## config.mk

```make
export PLATFORM = sky130hd
export DESIGN_NAME = cfst_counters
export DESIGN_NICKNAME = d
export VERILOG_FILES = /design/src/rtl/cfst_pkg.sv /design/src/rtl/cfst_counters.sv
export VERILOG_INCLUDE_DIRS = /design/src /design/src/rtl
export SDC_FILE = /design/constraint.sdc
export NUM_CORES = 1
export LEC_CHECK = 0
export BUFFER_PORTS_ARGS = -buffer_cell sky130_fd_sc_hd__buf_2
export CORE_ASPECT_RATIO = 1.2
export CORE_MARGIN = 2
export CORE_UTILIZATION = 35
export DETAILED_ROUTE_END_ITERATION = 16
export PLACE_DENSITY = 0.61
export SLEW_MARGIN = 10
export SYNTH_ARGS = -nofsm -noshare
export SYNTH_HDL_FRONTEND = slang
export SYNTH_SLANG_ARGS = --single-unit
```

## constraint.sdc

```tcl
create_clock -name clk -period 7.8 [get_ports clk]
set_input_delay 1.95 -clock clk [delete_from_list [all_inputs] [get_ports clk]]
set_output_delay 1.95 -clock clk [all_outputs]
set_load 0.1 [all_outputs]
```

## src/rtl/cache_line_flush_skip_tracker_unit_macros.svh

```systemverilog
// Assertion macros shared by the cache line flush/skip tracker RTL.
`ifndef CACHE_LINE_FLUSH_SKIP_TRACKER_UNIT_MACROS_SVH
`define CACHE_LINE_FLUSH_SKIP_TRACKER_UNIT_MACROS_SVH

// Same-cycle implication, disabled while reset is low.
`define CFST_ASSERT_NOW(label, clk, rstn, ante, cons, msg) \
    label: assert property (@(posedge clk) disable iff (!(rstn)) (ante) |-> (cons)) \
        else $error(msg);

// Next-cycle implication, disabled while reset is low.
`define CFST_ASSERT_NEXT(label, clk, rstn, ante, cons, msg) \
    label: assert property (@(posedge clk) disable iff (!(rstn)) (ante) |=> (cons)) \
        else $error(msg);

`endif

```

## src/rtl/cfst_pkg.sv

```systemverilog
// Types and constants of the cache line flush/skip tracker.
package cfst_pkg;

    localparam int LINES_DEF = 256;
    localparam int IDX_W     = 8;
    localparam int DATA_W    = 32;
    localparam int REPS_W    = 16;
    localparam int CNT_W     = 32;

    localparam int S_TDATA_W = 64;
    localparam int S_TUSER_W = 3;
    localparam int M_TDATA_W = 248;

    typedef enum logic [2:0] {
        OP_WRITE     = 3'd0,
        OP_READ      = 3'd1,
        OP_FLUSH     = 3'd2,
        OP_CLEAN     = 3'd3,
        OP_EVICT     = 3'd4,
        OP_REP_FLUSH = 3'd5,
        OP_RESET_ALL = 3'd6
    } op_t;

    typedef enum logic [1:0] {
        ST_CLEAR,
        ST_IDLE,
        ST_EXEC
    } state_t;

    typedef struct packed {
        logic skip;
        logic dirty;
    } line_flags_t;

    typedef struct packed {
        logic              clear;
        logic              clean_inc;
        logic              evict_inc;
        logic              hit_inc;
        logic              miss_inc;
        logic [REPS_W-1:0] flush_add;
        logic [REPS_W-1:0] skip_add;
    } cnt_upd_t;

    typedef struct packed {
        logic [CNT_W-1:0] miss;
        logic [CNT_W-1:0] hit;
        logic [CNT_W-1:0] skipped;
        logic [CNT_W-1:0] evict;
        logic [CNT_W-1:0] clean;
        logic [CNT_W-1:0] flush;
    } cnt_totals_t;

endpackage

```

## src/rtl/cfst_counters.sv

```systemverilog
// Six wrapping event counters of the tracker; presents post-update totals.
module cfst_counters (
    input  logic                   clk,
    input  logic                   rstn,
    input  cfst_pkg::cnt_upd_t     upd,
    output cfst_pkg::cnt_totals_t  totals_next
);
    import cfst_pkg::*;

`include "cache_line_flush_skip_tracker_unit_macros.svh"

    cnt_totals_t cnt_reg;
    logic        upd_any;

    assign upd_any = upd.clear | upd.clean_inc | upd.evict_inc | upd.hit_inc | upd.miss_inc
                   | (|upd.flush_add) | (|upd.skip_add);

    always_comb begin
        if (upd.clear) begin
            totals_next = '0;
        end else begin
            totals_next.flush   = cnt_reg.flush + {{(CNT_W-REPS_W){1'b0}}, upd.flush_add};
            totals_next.skipped = cnt_reg.skipped + {{(CNT_W-REPS_W){1'b0}}, upd.skip_add};
            totals_next.clean   = cnt_reg.clean + CNT_W'(upd.clean_inc);
            totals_next.evict   = cnt_reg.evict + CNT_W'(upd.evict_inc);
            totals_next.hit     = cnt_reg.hit + CNT_W'(upd.hit_inc);
            totals_next.miss    = cnt_reg.miss + CNT_W'(upd.miss_inc);
        end
    end

    always_ff @(posedge clk) begin
        if (!rstn) begin
            cnt_reg <= '0;
        end else begin
            cnt_reg <= totals_next;
        end
    end

    `CFST_ASSERT_NEXT(a_clear_zeroes, clk, rstn, upd.clear, cnt_reg == '0, "counters not cleared")
    `CFST_ASSERT_NEXT(a_idle_holds, clk, rstn, !upd_any, $stable(cnt_reg), "counter moved idle")
    `CFST_ASSERT_NEXT(a_hit_step, clk, rstn, upd.hit_inc && !upd.clear,
                      cnt_reg.hit == $past(cnt_reg.hit) + 32'd1, "hit count step wrong")

endmodule

```

==> results.py, run 1 <==
metrics = {
    "final_layout": {
        "regArea_um2": 3840,
        "postLayoutCellArea_um2": 12200,
        "largest_register_ffs": 192,
        "syn_to_final_growth_pct": 20.3,
        "multi_input_area_um2": 6000,
        "num_antenna_cells": 0,
        "nNetsFinal": 1546,
        "nFillCells": 3000,
        "drive_above_1_share": 0.190,
    },
    "cts": {
        "h-tree-depth": 4,
        "numClockSinks": 192,
        "clk_pin_slew_ns": 0.06,
        "cts-resized-gates": 0,
        "cts_hold_buf": 0,
        "cts_tree": "yes",
        "clkLatencyLatePin_ns": 0.43,
        "cts_made_buffers": 17,
        "cts_buffer_depth": 2,
        "cts_setup_buffers": 0,
        "cts_root_buf": "clkbuf_16",
    },
    "timing": {
        "tns_ns": 0,
        "slew_headroom": 0.526,
        "rsz0062_at_grt": "no",
        "whs_ns": 0.518,
        "finalCritPeriodShare": 0.832,
        "max_freq_mhz": 154,
        "max_slew.worst_pin.slew_ns": 0.710,
        "finClkSkew_ns": 0.0104,
        "setup_violations": 0,
        "hold_violations": 0,
        "period_minus_slack_ns": 6.49,
        "maxSlewViolCount": 0,
    },
    "critical_path": {
        "critPathRequiredTime_ns": 5.85,
        "path_delay_family": "compound AO/OA/AOI/OAI gates",
        "cp_num_cells": 12,
        "crit_path_max_incr_delay_ns": 0.45,
        "critical_path_class": "in2out",
        "cp_max_fo": 3,
        "crit_buf_inv": 3,
        "reg2reg_depth": 10,
        "crit_path_start_kind": "input pin",
        "cp_slowest_cell": "buf_2",
        "path_cells": "buf_2 -> ha_1 -> inv_1 -> fa_1 -> nand2b_1 -> a21oi_1 -> o211ai_1 -> a21oi_1 -> a221o_1 -> a41oi_1 -> nor3_1 -> buf_2",
        "end_kind": "output pin",
        "worst-endpoint-arrival_ns": 4.54,
    },
    "synthesis": {
        "syn_area_um2": 10100,
        "synth_top_flop_cell": "dfxtp_1",
        "synth_cells": 1261,
        "ys_types": 52,
        "ys_async_sr_fraction": 0,
        "yosysSeqAreaShare": 0.379,
        "synth.ff_latch_count": 192,
        "syn_area_per_cell_um2": 8.04,
        "syn_nets": 1342,
        "synth_warnings": 0,
        "synth_edf_count": 0,
    },
    "global_routing": {
        "antenna_found_initial": 0,
        "overflow": 0,
        "grt_pass1_wl_um": 41800,
        "grt_pass1_vias": 8759,
        "gr-usage-all-layers": 0.165,
        "grt_max_degree": 118,
    },
    "min_path": {
        "hold_path_depth": 2,
        "hold_path_class": "reg2reg",
    },
    "route": {
        "postRouteAntennaNets": 0,
        "route.vias.total": 8830,
        "avgViaCountPerCell": 4.74,
        "wl_per_cell_um": 13.3,
        "routed_wl_um": 24800,
        "drc": 0,
        "drtPass1Iterations": 4,
        "drt_iter0_markers": 371,
    },
    "floorplan": {
        "io_pins": 231,
        "dieHeight_um": 190,
        "core_um2": 28700,
        "start_util": 0.353,
        "fp.dieW_um": 159,
        "rows": 68,
        "die_area_um2": 30300,
    },
    "placed_design": {
        "globalplace.congestion": 0.815,
        "io_buffers": 230,
        "hpwl_um": 18200,
        "postPlaceCellArea_um2": 11600,
    },
    "power": {
        "p_leak_uw": 0.00524,
        "total_power_uw": 2350,
        "power_density_nw_per_um2": 193,
        "irDropWorstVdd_mv": 0.141,
    },
    "run_status": {
        "status": "completed",
    },
    "run": {
        "drv_cap": 0,
    },
}
[metal layers]
layer,up-vias,routed length [um],GRT usage
met5,-,0,0
met4,0,378,0.0500
met3,15,1150,0.0420
met2,148,11800,0.287
met1,4087,11500,0.201
li1,4580,-,-
[kinds of logic (layout without fill, tap and decap cells)]
| family | after synthesis | after routing | synth area share |
|---|---|---|---|
| compound gates | 111 | 111 | 0.0721 |
| xor+xnor | 170 | 170 | 0.147 |
| fa+ha+maj | 42 | 42 | 0.0533 |
| buf+inv | 67 | 284 | 0.0295 |
| flops | 192 | 192 | 0.379 |
| simple gates | 679 | 679 | 0.319 |
[cells in the mapped netlist, drive strengths merged, types with 12 or more instances]
cell | count | share of area
a21oi | 45 | 0.022
and2 | 88 | 0.054
and3 | 24 | 0.015
and4 | 12 | 0.010
clkbuf | 44 | 0.019
dfxtp | 192 | 0.38
ha | 40 | 0.049
inv | 19 | 0.0070
nand2 | 71 | 0.026
nand3 | 71 | 0.035
nand4 | 30 | 0.019
nor2 | 325 | 0.12
nor2b | 19 | 0.012
nor3 | 18 | 0.010
o21ai | 21 | 0.010
xnor2 | 65 | 0.056
xor2 | 105 | 0.091
[layout by cell type, fill, tap and decap left out, types with 4 or more instances in the layout]
cell       synthesis  final
nor2_1           325    325
or3_1              8      8
and4_1            12     12
nor3_1            15     15
nand4_1           30     30
buf_2              1    229
nand3_1           71     71
o21a_1             7      7
clkinv_2           0      4
clkbuf_16          0     17
inv_1             19     19
ha_1              40     40
and2_1            87     87
dfxtp_1          192    192
xor2_1           105    105
a21o_1             6      6
nor2b_1           19     19
nand2_1           71     71
o21ai_0           19     19
and3_1            24     24
xnor2_1           65     65
a211oi_1           9      9
a21oi_1           45     45
o211ai_1           4      4
[tightest hold or removal path: cells and delay by family, from the launching register on]
kind          cells  cell delay, ns
flops             1            0.32
simple gates      1            0.09
xor+xnor          1            0.08
[final cells by class]
class / instances / share of cell area
clock inverter: 13 / 0.0132
timing repair buffer: 233 / 0.0978
inverter: 19 / 0.00585
multi-input combinational: 1002 / 0.492
clock buffer: 19 / 0.0363
tap: 385 / 0.0395
sequential: 192 / 0.315
[metrics by stage]
stage / utilization / setup WS [ns] / instances
after floorplan: - / 0.246 / 1261
after global placement: 0.404 / 1.35 / 1831
after detailed placement: 0.404 / 1.36 / 1831
after CTS: 0.425 / 1.35 / 1863
after global routing: 0.425 / 1.13 / 1863
final: 0.425 / 1.31 / 1863
[power by group]
| group | total, uW | internal (uW) | switching, uW |
|---|---|---|---|
| Clock | 910 | 515 | 395 |
| Sequential | 1000 | 995 | 5.51 |
| Combinational | 440 | 98.6 | 341 |
[worst paths after layout]
check,start,endpoint,slack (ns)
setup reg to reg,cnt_reg[0]$_SDFF_PN0_,cnt_reg[20]$_SDFF_PN0_,5.32
hold reg to reg,cnt_reg[95]$_SDFF_PN0_,cnt_reg[95]$_SDFF_PN0_,0.52
setup / recovery,upd[16],totals_next[20],1.31
hold / removal,cnt_reg[95]$_SDFF_PN0_,cnt_reg[95]$_SDFF_PN0_,0.52
No activity file was read; power rests on OpenSTA's default activity.
==> run 2, diff against run 1 <==
--- a/config.mk
+++ b/config.mk
@@ -11,7 +11,7 @@
 export CORE_MARGIN = 2
 export CORE_UTILIZATION = 35
 export DETAILED_ROUTE_END_ITERATION = 16
-export PLACE_DENSITY = 0.61
+export PLACE_DENSITY = 0.63
 export SLEW_MARGIN = 10
 export SYNTH_ARGS = -nofsm -noshare
 export SYNTH_HDL_FRONTEND = slang
==> constraint.sdc (replaced) <==
create_clock -name clk -period 5.8 [get_ports clk]
set_input_delay 1.45 -clock clk [delete_from_list [all_inputs] [get_ports clk]]
set_output_delay 1.45 -clock clk [all_outputs]
set_load 0.1 [all_outputs]
==> run 2 against run 1 <==
Clock-buffer cell count rose by 2. Clock power rose by 36%. Clock skew rose by 0.0052 ns. Utilization rose by 0.26 points. Register-to-register slack got worse by 2.0 ns. Largest cell class unchanged.
==> results.py, run 2 (synthesized netlist as in run 1, its figures left out) <==
metrics = {
    "floorplan": {
        "core_um2": 28700,
        "dieHeight_um": 190,
        "die_area_um2": 30300,
        "fp.dieW_um": 159,
        "io_pins": 231,
        "rows": 68,
        "start_util": 0.353,
    },
    "global_routing": {
        "met2_usage": 0.299,
        "grt_pass1_wl_um": 42500,
        "grt_most_used_layer": "met2",
        "met1_usage": 0.201,
        "grt_max_degree": 84,
        "antenna_found_initial": 0,
        "overflow": 0,
        "gr-usage-all-layers": 0.169,
        "met3_usage": 0.0465,
        "grt_pass1_vias": 8791,
    },
    "critical_path": {
        "cp_num_cells": 12,
        "crit_path_start_kind": "input pin",
        "path_delay_family": "compound AO/OA/AOI/OAI gates",
        "startpoint": "upd[16]",
        "path_cells": "buf_2 -> ha_1 -> inv_1 -> fa_1 -> nand2b_1 -> a21oi_1 -> o211ai_1 -> a21oi_1 -> a221o_1 -> a41oi_1 -> nor3_2 -> buf_2",
        "crit_buf_inv": 3,
        "reg2reg_from": "cnt_reg[0]$_SDFF_PN0_",
        "setup.worst_path.end": "totals_next[20]",
        "r2r_slack_ns": 3.30,
        "end_kind": "output pin",
        "reg2reg_depth": 10,
        "cp_slowest_cell": "buf_2",
        "crit_path_max_incr_delay_ns": 0.45,
        "reg2reg_to": "cnt_reg[20]$_SDFF_PN0_",
        "critical_path_class": "in2out",
        "cp_max_fo": 3,
        "critPathRequiredTime_ns": 4.35,
        "worst-endpoint-arrival_ns": 4.02,
    },
    "final_layout": {
        "layout_commonest_cell": "nor2_1",
        "largest_register_ffs": 192,
        "num_antenna_cells": 0,
        "multi_input_area_um2": 6020,
        "drive_above_1_share": 0.197,
        "nFillCells": 2969,
        "regArea_um2": 3840,
        "nNetsFinal": 1551,
        "final_cell_mix": "nor2_1, buf_2, dfxtp_1",
        "postLayoutCoreUtil": 0.428,
        "syn_to_final_growth_pct": 21.0,
    },
    "cts": {
        "cts_made_buffers": 17,
        "numClockSinks": 192,
        "cts-resized-gates": 0,
        "cts_tree": "yes",
        "cts_buffer_depth": 2,
        "h-tree-depth": 4,
        "cts_setup_buffers": 0,
        "cts_root_buf": "clkbuf_16",
        "cts_hold_buf": 0,
        "clk_pin_slew_ns": 0.06,
        "clkLatencyLatePin_ns": 0.44,
    },
    "power": {
        "total_power_uw": 3180,
        "power_density_nw_per_um2": 259,
        "p_leak_uw": 0.00528,
        "irDropWorstVdd_mv": 0.132,
    },
    "timing": {
        "rsz0062_at_grt": "no",
        "finalCritPeriodShare": 0.943,
        "slew_headroom": 0.420,
        "maxSlewViolCount": 0,
        "fin_ws_ns": 0.332,
        "tns_ns": 0,
        "max_freq_mhz": 183,
        "finClkSkew_ns": 0.0156,
        "period_minus_slack_ns": 5.47,
        "max_slew.worst_pin.slew_ns": 0.870,
        "hold_violations": 0,
        "setup_violations": 0,
    },
    "route": {
        "avgViaCountPerCell": 4.79,
        "route.vias.total": 8950,
        "drt_iter0_markers": 394,
        "postRouteAntennaNets": 0,
        "drc": 0,
        "routed_wl_um": 25400,
        "wl_per_cell_um": 13.6,
        "drtPass1Iterations": 4,
    },
    "run_status": {
        "status": "completed",
    },
    "run": {
        "drv_cap": 0,
    },
    "placed_design": {
        "io_buffers": 230,
        "hpwl_um": 18500,
        "place_ws_ns": 0.341,
        "globalplace.congestion": 0.832,
    },
    "min_path": {
        "hold_path_class": "reg2reg",
    },
}
run 2: layout make-up:
cell class,count,area share
clock inverters,11,0.0103
clock buffers,21,0.0392
well taps,385,0.0393
flip-flops and latches,192,0.313
multi-input cells,1002,0.491
repair buffers,238,0.101
inverters,19,0.00582
run 2: how the worst min path moves through the flow:
stage | from | to | slack (ns) | depth (start not counted)
floorplan | cnt_reg[191]$_SDFF_PN0_ | cnt_reg[191]$_SDFF_PN0_ | 0.49 | 2
global placement | cnt_reg[95]$_SDFF_PN0_ | cnt_reg[95]$_SDFF_PN0_ | 0.51 | 2
detailed placement | cnt_reg[95]$_SDFF_PN0_ | cnt_reg[95]$_SDFF_PN0_ | 0.51 | 2
CTS | cnt_reg[95]$_SDFF_PN0_ | cnt_reg[95]$_SDFF_PN0_ | 0.53 | 2
global route | cnt_reg[63]$_SDFF_PN0_ | cnt_reg[63]$_SDFF_PN0_ | 0.57 | 2
finish | cnt_reg[95]$_SDFF_PN0_ | cnt_reg[95]$_SDFF_PN0_ | 0.52 | 2
run 2: per-layer routing:
layer,routed length (um),share of wire
met1,11300,0.44
met5,0,0
met2,12400,0.49
met4,274,0.011
met3,1380,0.054
run 2: tightest hold or removal path: stages, from the launching register on:
cell	delay, ns
dfxtp_1	0.32
xor2_1	0.08
nor2_1	0.09
run 2: report_power, final:
part	internal, uW	total (uW)	switching, uW	leakage, uW
Combinational	135	595	460	0.00343
Clock	686	1240	551	0.000300
Sequential	1340	1350	7.40	0.00155
Total	2160	3180	1020	0.00528
run 2: per-stage QoR:
step | hold slack, ns | instances | cell area, um^2
after floorplan | 0.488 | 1261 | 10200
after global placement | 0.505 | 1836 | 11700
after detailed placement | 0.507 | 1836 | 11700
after CTS | 0.528 | 1868 | 12300
after global routing | 0.570 | 1868 | 12300
final | 0.524 | 1868 | 12300
==> run 3, diff against run 2 <==
==> constraint.sdc (replaced) <==
create_clock -name clk -period 5.8 [get_ports clk]
set_input_delay 0.58 -clock clk [delete_from_list [all_inputs] [get_ports clk]]
set_output_delay 0.58 -clock clk [all_outputs]
set_load 0.1 [all_outputs]
==> run 3 against run 2 <==
Via count decreased by 1.1%. Clock skew decreased by 0.0056 ns. Critical endpoint unchanged. Maximum frequency increased by 43%. Global-route usage decreased by 0.80 points. Critical path type is now reg2out. Utilization decreased by 0.48 points. Non-clock buffer count decreased by 5. Highest routed layer unchanged. Routed wire length decreased by 2.9%. Clock-buffer cell count unchanged. First-iteration DRC count increased by 7.1%.
==> results.py, run 3 (synthesized netlist as in run 1, its figures left out) <==
metrics = {
    "placed_design": {
        "globalplace.congestion": 0.826,
        "io_buffers": 230,
        "hpwl_um": 17800,
        "postPlaceCellArea_um2": 11600,
        "place_ws_ns": 2.09,
    },
    "timing": {
        "setup_violations": 0,
        "max_slew.worst_pin.slew_ns": 0.900,
        "whs_ns": 0.522,
        "slew_headroom": 0.400,
        "period_minus_slack_ns": 3.82,
        "finalCritPeriodShare": 0.659,
        "finClkSkew_ns": 0.00996,
        "max_freq_mhz": 262,
        "fin_ws_ns": 1.98,
        "hold_violations": 0,
        "tns_ns": 0,
        "maxSlewViolCount": 0,
        "rsz0062_at_grt": "no",
    },
    "final_layout": {
        "largest_register_ffs": 192,
        "num_antenna_cells": 0,
        "final_cell_mix": "nor2_1, buf_2, dfxtp_1",
        "postLayoutCellArea_um2": 12100,
        "drive_above_1_share": 0.190,
        "layout_commonest_cell": "nor2_1",
        "nNetsFinal": 1546,
        "nFillCells": 2961,
        "syn_to_final_growth_pct": 19.7,
    },
    "critical_path": {
        "crit_path_max_incr_delay_ns": 0.46,
        "cp_slowest_cell": "buf_2",
        "critPathRequiredTime_ns": 5.22,
        "path_cells": "ha_1 -> inv_1 -> fa_1 -> nand2b_1 -> a21oi_1 -> o211ai_1 -> a21oi_1 -> a221o_1 -> a41oi_1 -> nor3_1 -> buf_2",
        "crit_path_start_kind": "register",
        "crit_buf_inv": 2,
        "path_delay_family": "compound AO/OA/AOI/OAI gates",
        "worst-endpoint-arrival_ns": 3.24,
        "cp_max_fo": 3,
        "end_kind": "output pin",
        "critical_path_class": "reg2out",
        "critPathMostFrequentCell": "a21oi_1",
    },
    "global_routing": {
        "antenna_found_initial": 0,
        "grt_max_degree": 111,
        "overflow": 0,
        "grt_pass1_vias": 8668,
        "grt_pass1_wl_um": 40900,
        "gr-usage-all-layers": 0.161,
    },
    "power": {
        "irDropWorstVdd_mv": 0.145,
        "p_leak_uw": 0.00521,
        "total_power_uw": 3070,
        "power_density_nw_per_um2": 253,
    },
    "route": {
        "route.vias.total": 8856,
        "drc": 0,
        "drtPass1Iterations": 5,
        "routed_wl_um": 24600,
        "postRouteAntennaNets": 0,
        "wl_met3_um": 1280,
        "avgViaCountPerCell": 4.75,
        "drt_iter0_markers": 422,
        "wl_per_cell_um": 13.2,
        "met1_length_um": 11200,
        "met2_length_um": 11800,
        "highest_layer": "met4",
    },
    "run_status": {
        "status": "completed",
    },
    "floorplan": {
        "die_area_um2": 30300,
        "io_pins": 231,
        "rows": 68,
        "dieHeight_um": 190,
        "core_um2": 28700,
        "start_util": 0.353,
        "fp.dieW_um": 159,
    },
    "cts": {
        "cts_root_buf": "clkbuf_16",
        "cts-resized-gates": 0,
        "cts_hold_buf": 0,
        "h-tree-depth": 4,
        "cts_tree": "yes",
        "cts_buffer_depth": 2,
        "clk_pin_slew_ns": 0.07,
        "cts_made_buffers": 17,
        "numClockSinks": 192,
        "clkLatencyLatePin_ns": 0.43,
        "cts_setup_buffers": 0,
    },
    "run": {
        "drv_cap": 0,
    },
    "min_path": {
        "hold_path_class": "reg2reg",
    },
}
-- run 3: stage by stage --
step,util,cells
2_1_floorplan,-,1261
3_3_place_gp,0.404,1831
3_5_place_dp,0.404,1831
4_1_cts,0.423,1863
5_1_grt,0.423,1863
6_report,0.423,1863
-- run 3: where the power goes --
| part | switching (uW) | total (uW) | internal [uW] |
|---|---|---|---|
| clock | 545 | 1130 | 587 |
| sequential | 7.31 | 1350 | 1340 |
| combinational | 457 | 589 | 132 |
-- run 3: routing by layer --
| metal | global-route usage | vias up |
|---|---|---|
| met4 | 0.0458 | 0 |
| met3 | 0.0418 | 24 |
| met2 | 0.280 | 190 |
| li1 | - | 4580 |
| met5 | 0 | - |
| met1 | 0.197 | 4062 |
-- run 3: final timing paths --
kind	from	to	slack [ns]	depth (start not counted)
worst min-delay path	cnt_reg[191]$_SDFF_PN0_	cnt_reg[191]$_SDFF_PN0_	0.52	2
worst max-delay path	cnt_reg[0]$_SDFF_PN0_	totals_next[20]	1.98	11
worst min register to register	cnt_reg[191]$_SDFF_PN0_	cnt_reg[191]$_SDFF_PN0_	0.52	2
worst max register to register	cnt_reg[0]$_SDFF_PN0_	cnt_reg[20]$_SDFF_PN0_	3.34	10
-- run 3: cell type report --
class                           instances  area (um^2)  share of cell area
Multi-Input combinational cell       1002         6000               0.495
Inverter                               19         71.3             0.00588
Tap cell                              385          482              0.0397
Timing Repair Buffer                  233         1180              0.0973
Sequential cell                       192         3840               0.317
Clock buffer                           21          470              0.0388
Clock inverter                         11         82.6             0.00681
-- run 3: tightest hold or removal path: stages (launching register included) --
cell	delay [ns]
dfxtp_1	0.33
xor2_1	0.08
nor2_1	0.09
